==> config.mk <==
export PLATFORM = sky130hd
export DESIGN_NAME = sorted_min_priority_queue
export DESIGN_NICKNAME = d
export VERILOG_FILES = /design/src/rtl/smpq_pkg.sv /design/src/rtl/smpq_cell.sv /design/src/rtl/sorted_min_priority_queue.sv
export SDC_FILE = /design/constraint.sdc
export NUM_CORES = 2
export LEC_CHECK = 0
export BUFFER_PORTS_ARGS = -buffer_cell sky130_fd_sc_hd__buf_2
export CORE_MARGIN = 4
export CORE_UTILIZATION = 60
export CTS_CLUSTER_DIAMETER = 30
export DETAILED_ROUTE_END_ITERATION = 10
export GPL_TIMING_DRIVEN = 0
export MAX_ROUTING_LAYER = met4
export PLACE_DENSITY = 0.77
export SLEW_MARGIN = 40
export SYNTH_ARGS = -nofsm -noshare
export SYNTH_HDL_FRONTEND = slang
export SYNTH_SLANG_ARGS = --single-unit
export TNS_END_PERCENT = 20
==> constraint.sdc <==
create_clock -name i_clk -period 17.8 [get_ports i_clk]
set_input_delay 2.67 -clock i_clk [delete_from_list [all_inputs] [get_ports i_clk]]
set_output_delay 2.67 -clock i_clk [all_outputs]
set_load 0.01 [all_outputs]
==> src/rtl/smpq_pkg.sv <==
`timescale 1ns / 1ps

package smpq_pkg;

    // Widths of the word fields.
    localparam int DATA_W = 32;
    localparam int STAT_W = 2;
    localparam int OCC_W  = 5;

    // Value returned by dequeue or peek on an empty queue.
    localparam logic signed [DATA_W-1:0] EMPTY_VALUE = -32'sd1;

    // Action codes of an input word.
    typedef enum logic [1:0] {
        ACT_ENQ  = 2'd0,
        ACT_DEQ  = 2'd1,
        ACT_PEEK = 2'd2
    } t_action;

    // Status codes of a result word.
    typedef enum logic [STAT_W-1:0] {
        ST_OK    = 2'd0,
        ST_EMPTY = 2'd1,
        ST_FULL  = 2'd2
    } t_status;

    // Control broadcast from the top level to every cell.
    typedef struct packed {
        logic                     ins;
        logic                     pop;
        logic signed [DATA_W-1:0] key;
    } t_cell_ctl;

endpackage

==> src/rtl/smpq_cell.sv <==
`timescale 1ns / 1ps

module smpq_cell (
    input  logic                                 i_clk,
    input  smpq_pkg::t_cell_ctl                  i_ctl,
    input  logic                                 i_occupied,
    input  logic                                 i_at_tail,
    input  logic                                 i_left_gt,
    input  logic signed [smpq_pkg::DATA_W-1:0]   i_left_value,
    input  logic signed [smpq_pkg::DATA_W-1:0]   i_right_value,
    output logic                                 o_gt,
    output logic signed [smpq_pkg::DATA_W-1:0]   o_value
);

    logic signed [smpq_pkg::DATA_W-1:0] r_value;
    logic signed [smpq_pkg::DATA_W-1:0] n_value;

    // This cell holds a value larger than the key, so the key goes at or before it.
    assign o_gt    = i_occupied && (r_value > i_ctl.key);
    assign o_value = r_value;

    // On insert the larger values move one cell toward the tail; on pop all move
    // one cell toward the head.
    always_comb begin
        n_value = r_value;
        if (i_ctl.ins) begin
            if (i_left_gt) begin
                n_value = i_left_value;
            end else if (o_gt || i_at_tail) begin
                n_value = i_ctl.key;
            end
        end else if (i_ctl.pop) begin
            n_value = i_right_value;
        end
    end

    always_ff @(posedge i_clk) begin
        r_value <= n_value;
    end

endmodule

==> src/rtl/sorted_min_priority_queue.sv <==
`timescale 1ns / 1ps
// Sorted priority queue of signed 32-bit values, smallest value served first.
// Input channel: i_in_valid / o_in_stall carry one word of i_action and i_value.
// Action enqueue inserts i_value in sorted order, dequeue removes and returns
// the smallest value, peek returns it and leaves it stored. Action code 3 does
// nothing and returns status ok.
// Output channel: o_out_valid / i_out_stall carry one result word per input word
// (o_result_value, o_status, o_occupancy).
// The values sit in a row of DEPTH cells; all cells compare against the new
// value at once and shift by one place.
// o_out_valid rises in the cycle after acceptance, and a new word can be
// accepted every cycle while the result register is free or being taken.
// When the receiver stalls, the result register holds its word and o_in_stall
// rises until that word is taken.
// Reset empties the queue (count to zero) and drops any pending result; the
// cell contents are not cleared, since entries past the count are never read.
module sorted_min_priority_queue #(
    parameter int DEPTH = 16
) (
    input  logic                                 i_clk,
    input  logic                                 i_rst_n,
    input  logic                                 i_in_valid,
    output logic                                 o_in_stall,
    input  logic [1:0]                           i_action,
    input  logic signed [smpq_pkg::DATA_W-1:0]   i_value,
    output logic                                 o_out_valid,
    input  logic                                 i_out_stall,
    output logic signed [smpq_pkg::DATA_W-1:0]   o_result_value,
    output logic [smpq_pkg::STAT_W-1:0]          o_status,
    output logic [smpq_pkg::OCC_W-1:0]           o_occupancy
);

    localparam int CW = $clog2(DEPTH + 1);

    logic [CW-1:0]                        r_count;
    logic [CW-1:0]                        n_count;
    logic                                 r_out_valid;
    logic signed [smpq_pkg::DATA_W-1:0]   r_out_value;
    logic signed [smpq_pkg::DATA_W-1:0]   n_out_value;
    logic [smpq_pkg::STAT_W-1:0]          r_out_status;
    logic [smpq_pkg::STAT_W-1:0]          n_out_status;
    logic [smpq_pkg::OCC_W-1:0]           r_out_occ;
    logic [CW+smpq_pkg::OCC_W-1:0]        w_occ_ext;

    logic                                 w_accept;
    logic                                 w_full;
    logic                                 w_empty;
    smpq_pkg::t_cell_ctl                  w_ctl;

    logic                                 w_gt    [0:DEPTH];
    logic signed [smpq_pkg::DATA_W-1:0]   w_value [0:DEPTH];

    // Handshake: the result register frees when its word is taken.
    assign o_in_stall = r_out_valid && i_out_stall;
    assign w_accept   = i_in_valid && !o_in_stall;
    assign w_full     = (r_count == CW'(DEPTH));
    assign w_empty    = (r_count == '0);

    // Control broadcast to the cell row.
    always_comb begin
        w_ctl     = '0;
        w_ctl.key = i_value;
        if (w_accept) begin
            w_ctl.ins = (i_action == smpq_pkg::ACT_ENQ) && !w_full;
            w_ctl.pop = (i_action == smpq_pkg::ACT_DEQ) && !w_empty;
        end
    end

    // Row ends: nothing larger sits before the head, nothing follows the tail.
    assign w_gt[0]        = 1'b0;
    assign w_value[DEPTH] = '0;

    genvar gi;
    generate
        for (gi = 0; gi < DEPTH; gi++) begin : g_cell
            logic                               w_left_gt;
            logic signed [smpq_pkg::DATA_W-1:0] w_left_value;
            logic signed [smpq_pkg::DATA_W-1:0] w_cell_value;

            assign w_left_gt    = w_gt[gi];
            assign w_left_value = (gi == 0) ? '0 : w_value[(gi == 0) ? 0 : gi - 1];
            assign w_value[gi]  = w_cell_value;

            smpq_cell u_cell (
                .i_clk         (i_clk),
                .i_ctl         (w_ctl),
                .i_occupied    (CW'(gi) < r_count),
                .i_at_tail     (CW'(gi) == r_count),
                .i_left_gt     (w_left_gt),
                .i_left_value  (w_left_value),
                .i_right_value (w_value[gi+1]),
                .o_gt          (w_gt[gi+1]),
                .o_value       (w_cell_value)
            );
        end
    endgenerate

    // Result word and new count for the accepted action.
    always_comb begin
        n_count      = r_count;
        n_out_value  = '0;
        n_out_status = smpq_pkg::ST_OK;
        case (smpq_pkg::t_action'(i_action))
            smpq_pkg::ACT_ENQ: begin
                if (w_full) begin
                    n_out_status = smpq_pkg::ST_FULL;
                end else begin
                    n_count = r_count + CW'(1);
                end
            end
            smpq_pkg::ACT_DEQ, smpq_pkg::ACT_PEEK: begin
                if (w_empty) begin
                    n_out_value  = smpq_pkg::EMPTY_VALUE;
                    n_out_status = smpq_pkg::ST_EMPTY;
                end else begin
                    n_out_value = w_value[0];
                    if (i_action == smpq_pkg::ACT_DEQ) begin
                        n_count = r_count - CW'(1);
                    end
                end
            end
            default: begin
                n_count = r_count;
            end
        endcase
    end

    // Occupancy is reported modulo 32.
    assign w_occ_ext = {{smpq_pkg::OCC_W{1'b0}}, n_count};

    // Count and result register.
    always_ff @(posedge i_clk) begin
        if (!i_rst_n) begin
            r_count     <= '0;
            r_out_valid <= 1'b0;
        end else begin
            if (w_accept) begin
                r_count     <= n_count;
                r_out_valid <= 1'b1;
            end else if (!i_out_stall) begin
                r_out_valid <= 1'b0;
            end
        end
        if (w_accept) begin
            r_out_value  <= n_out_value;
            r_out_status <= n_out_status;
            r_out_occ    <= w_occ_ext[smpq_pkg::OCC_W-1:0];
        end
    end

    assign o_out_valid    = r_out_valid;
    assign o_result_value = r_out_value;
    assign o_status       = r_out_status;
    assign o_occupancy    = r_out_occ;

endmodule

# Word-level counts from Yosys, hierarchy flattened
# Cells that the tools add are included.
# word_totals
elab_cells,223
in_bits,38
regBits,557
output_inout_bits,41
# op_classes
n_reduce_logical,59
eq_ne,35
muxes,74
n_lt_le_gt_ge,32
n_addsub,2
# ops
op,count
$mux W32,64
$gt A32 B32 Y1,16
$ne A3 B1 Y1 const B,14
$eq A4 B5 Y1 const A,8
$lt A4 B5 Y1 const A,8
$reduce_and A2 Y1,16
$eq A3 B5 Y1 const A,4
$logic_and A1 B1 Y1,20
$lt A3 B5 Y1 const A,4
$logic_or A1 B1 Y1,16
$mux W5,3
$eq A2 B5 Y1 const A,2
$lt A1 B5 Y1 const A,2
$lt A2 B5 Y1 const A,2
$pmux W5 S2,1
$add A5 B1 Y5 const B,1
$eq A1 B5 Y1 const A,1
$eq A5 B5 Y1 const B,1
$logic_not A5 Y1,1
$sub A5 B1 Y5 const B,1
$mux W2,2
$pmux W2 S2,1
$logic_not A1 Y1,3
$mux W1,3
8 further kinds,8

# Depth between registers and ports, before layout
# logic_depth
word_depth,6
ltp_mapped,13
depth_no_buf,10

# Hierarchy
# From an unflattened synthesis, not the netlist that was laid out.
# unflattened
hier_cells,4425
hier_area_um2,41574.9
# by_module_without_submodules
mod,instances,cells_each,area_per_inst_um2
smpq_cell,16,261,2449.8
sorted_min_priority_queue,1,249,2377.3

# Least setup slack after synthesis
# OpenSTA, ideal clock, no wires.
# synth_timing
path_type,input-to-reg
start,input port i_value[1] (netlist bit)
end,"register g_cell[10].u_cell.r_value, in the netlist g_cell[10].u_cell.o_value[0], enable pin"
arrival_time_ns,7.033
slack_ns,10.327
setup_time_ns,0.440
path_buffers,3
stages,12
path_cell_list,clkbuf_1 -> inv_1 -> ha_1 -> nor2b_1 -> o211ai_1 -> a2111oi_0 -> or4b_1 -> a21oi_1 -> mux2_2 -> buf_2 -> buf_4 -> a41oi_1
# synth_via
elab_chain_len,5
word_cells_on_any_way,7
cone_classes,order compare (2); eq/ne (1); reduce/logical (4)
# synth_lines
element,line_no,source
from (decl),sorted_min_priority_queue.sv:25,"input logic signed [smpq_pkg::DATA_W-1:0] i_value,"
$gt A32 B32 Y1,smpq_cell.sv:19,assign o_gt = i_occupied && (r_value > i_ctl.key);
$logic_and A1 B1 Y1,smpq_cell.sv:19,
$logic_or A1 B1 Y1,smpq_cell.sv:29,end else if (o_gt || i_at_tail) begin
$ne A3 B1 Y1 (no line) *,n/a,
$reduce_and A2 Y1 (no line) *,n/a,
to (signal assigned),smpq_cell.sv:38,r_value <= n_value;
to (decl),smpq_cell.sv:15,logic signed [smpq_pkg::DATA_W-1:0] r_value;
# Mark *: on every way between the ends. The rest lies on a longest branch, timed or not.
# A chain may end at the register's enable or synchronous reset.

# Final worst setup path
# layout_timing
start,input port i_value[3] (netlist bit)
end,"register g_cell[14].u_cell.r_value, in the netlist g_cell[14].u_cell.o_value[23], enable pin"
# layout_via
elab_chain_len,5
word_cells_on_any_way,7
cone_classes,order compare (2); eq/ne (1); reduce/logical (4)
# layout_lines
element,line_no
$gt A32 B32 Y1,smpq_cell.sv:19
$logic_and A1 B1 Y1,smpq_cell.sv:19
$logic_or A1 B1 Y1,smpq_cell.sv:29
$ne A3 B1 Y1 (no line) *,n/a
$reduce_and A2 Y1 (no line) *,n/a
to (signal assigned),smpq_cell.sv:38
to (decl),smpq_cell.sv:15
# Marks and branches as above.

==> metrics.yaml <==
power_and_ir_drop:
  power_mw: 4.73
  clockPowerShare: 0.514
  p_leak_nw: 19.8
  swShare: 0.275
  ir_worst_vdd_mv: 0.0937
  p_int_mw: 3.43
  pwr_density_cell_mw_per_mm2: 104
  seqPwrFrac: 0.338
  combPwrFrac: 0.148
  switchingPower_mw: 1.30
critical_path:
  critPathKind: "in -> reg"
  cp_max_fo: 17
  reg2reg_to: "g_cell[9].u_cell.o_value[3]"
  r2r_slack_ns: 13.31
  cp-end-kind: "register"
  cp.required_ns: 18.27
  r2r-start: "r_count[1]"
  worst-r2r-cell-count: 11
  arrival_ns: 7.66
  worstSetupStartpointType: "input pin"
min_path:
  min_path_cells: 3
  min-delay-start: "o_out_valid"
  min_to: "o_out_valid"
  holdCritPathClass: "reg -> reg"
timing:
  setup-violations-final: 0
  finClkSkew_ns: 0.0316
  hold_viol: 0
  max_slew_margin: 0.344
  period_minus_slack_ns: 7.19
  finalCritPeriodShare: 0.404
  max_freq_mhz: 139
  drv_slew: 0
  rsz0062_at_grt: "no"
  holdWs_ns: 0.580
  worstMarginPinSlew_ns: 0.981
  final.setup.tns_ns: 0
detailed_routing:
  drt_iter0_drc: 4472
  viasPerCell: 6.75
  wl_mm: 130
  drc: 0
  dr.pass1.iters: 6
  post_drt_wl_per_cell_um: 25.9
  vias: 34000
  antenna_left: 0
yosys:
  synth_ff_type: "edfxtp_1"
  netlist.area_leader.share: 0.427
  synth_nets: 4391
  synthDistinctLibCells: 62
  synthAdderAreaFrac: 0.168
  synthSimpleGateAreaFrac: 0.133
  synth_mux_area_frac: 0.0838
  synthArstFlopShare: 0
  synth_area_mm2: 0.0388
  post_synth_main_area_contributors: "edfxtp_1 43%, ha_1 17%, mux2i_1 8.1%"
  ys_warn_count: 0
  postSynthCellCount: 3833
  synth_top_area_cell: "edfxtp_1"
  synth_edf_count: 551
  avgSynthCellArea_um2: 10.1
  synth_top_family_by_area: "adder cells"
  yosysSeqAreaShare: 0.430
  synthXorXnorAreaFrac: 0.000226
  synth_compound_area_frac: 0.153
  ys_seq_elements: 557
global_routing:
  grt_pass1_wl_mm: 195
  overflow: 0
  grt_max_degree: 44
  grt_pass1_vias: 33900
  track_usage: 0.377
  antenna_found_initial: 0
finish:
  fin_nets: 4642
  n_fill_cell: 4781
  antennaDiodeCount: 0
  area_growth_syn_to_layout_pct: 17.4
  drive_above_1_share: 0.0911
clock_tree:
  path_clk_slew_ns: 0.05
  clkLatencyLatePin_ns: 0.72
  cts.repair.resized: 0
  cts_tree: "done"
  clock_path_buffers: 3
  cts-root-buf: "clkbuf_16"
  cts.sinks: 557
  cts_made_buffers: 138
  cts_setup_buffers: 0
  htree_levels: 4
  cts_hold_buf: 0
placement:
  dp_hpwl_mm: 102
  port_buffers: 78
  gp_congestion: 0.965
floorplan:
  die_y_um: 262
  coreArea_mm2: 0.0635
  rows: 92
  start_util: 0.610
  dieWidth_um: 262
  die_area_mm2: 0.0688
  io_pins: 79
job:
  cap_violations: 0
run_status:
  outcome: "finished clean"
## logic make-up (layout without fill, tap and decap cells)
group	after synthesis	after routing
and+or+nand+nor	1135	1135
buffers and inverters	309	670
adders and majority gates	520	520
xor gates and xnor gates	1	1
muxes	322	322
AOI/OAI and AO/OA	989	989
DFF	557	557
## layer usage
layer / up-vias / share of wire / track usage
met2: 2150 / 0.46 / 0.593
li1: 15200 / - / -
met5: - / 0 / -
met3: 413 / 0.10 / 0.0712
met4: 0 / 0.047 / 0.167
met1: 16300 / 0.39 / 0.478
## how the worst max path moves through the flow
stage | start | endpoint | slack, ns
6_report | i_value[3] | g_cell[14].u_cell.o_value[23] | 10.61
5_1_grt | i_value[30] | g_cell[9].u_cell.o_value[3] | 10.42
4_1_cts | i_value[14] | g_cell[1].u_cell.o_value[20] | 10.82
3_5_place_dp | i_value[14] | g_cell[0].u_cell.o_value[24] | 10.18
3_3_place_gp | i_value[15] | g_cell[1].u_cell.o_value[5] | 7.93
2_1_floorplan | i_value[1] | g_cell[10].u_cell.o_value[0] | 10.33
## synthesized netlist by cell type (all sizes together), types with 4 or more instances
master and n:
or4b 6, and4 12, nor2b 26, nand2b 6
a221o 14, o21ai 159, nor2 270, a21boi 7
nor3b 4, nor4 21, ha 520, nand2 414
o221ai 4, mux2i 320, a31oi 10, dfxtp 6
o211ai 150, clkbuf 174, nand4 113, a2111oi 4
buf 54, a2111o 6, a221oi 18, inv 81
nor3 35, a211oi 18, a21oi 486, and2 10
o211a 4, o21a 34, nand3 209, a41oi 6
edfxtp 551, a21o 54
## cell usage in the layout, fill, tap and decap left out, types with 7 or more instances in the layout
master / count
clkbuf_16: 147
clkbuf_1: 190
nor2b_1: 26
buf_2: 101
edfxtp_1: 551
nor2_1: 269
o211ai_1: 149
clkinvlp_4: 7
a221oi_1: 18
nor4_1: 20
buf_16: 7
and2_1: 10
inv_1: 76
and4_1: 12
clkinv_2: 14
nor3_1: 34
a211oi_1: 18
a21o_1: 54
clkinv_1: 39
a21oi_1: 483
nand2_1: 414
o21ai_1: 12
o21a_1: 34
buf_8: 15
a221o_1: 14
mux2i_1: 314
buf_4: 15
nand4_1: 112
nand3_1: 209
a31oi_4: 8
bufinv_16: 11
buf_1: 16
ha_1: 520
buf_6: 11
o21ai_0: 147
## through the flow
stage	util	std cells	area [um^2]	setup WS (ns)
floorplan	-	3833	38800	10.33
global placement	0.633	4757	40200	7.93
detailed placement	0.646	4789	41000	10.18
CTS	0.716	5039	45500	10.82
global route	0.716	5040	45500	10.42
finish	0.716	5040	45500	10.61
## power groups by stage
stage          Sequential (mW)  Clock [mW]  Combinational [mW]
2_1_floorplan             1.60           0               0.443
3_3_place_gp              1.62           0               0.630
3_5_place_dp              1.61           0               0.673
4_1_cts                   1.59        2.42               0.684
5_1_grt                   1.60        2.50               0.762
6_report                  1.60        2.43               0.702
## registers in the layout, summed over array words and instances (netlist names)
name                   flops
g_cell.u_cell.o_value    512
o_occupancy                5
o_out_valid                1
o_result_value            32
o_status                   2
r_count                    5
## cell type report
cell class | count | area, um^2 | area share
plain buffers | 228 | 951 | 0.0209
clock buffers | 168 | 3760 | 0.0825
clock inverters | 82 | 732 | 0.0161
inverters | 81 | 307 | 0.00673
multi-input cells | 2967 | 21100 | 0.464
flip-flops and latches | 557 | 16700 | 0.366
well taps | 846 | 1060 | 0.0233
repair buffers | 111 | 928 | 0.0204
## worst max-delay path, cell delays in order
cell and delay, ns:
buf_2 0.13, clkbuf_1 0.56, clkinv_1 0.89, ha_1 0.60, and2_1 0.18, o21ai_0 0.10, a21boi_0 0.13, or4b_1 0.59
a21oi_1 0.24, mux2i_2 0.57, buf_2 0.47, a31oi_4 0.15, buf_8 0.21, buf_16 0.17
Note: power is estimated with default switching activity, not from simulation.
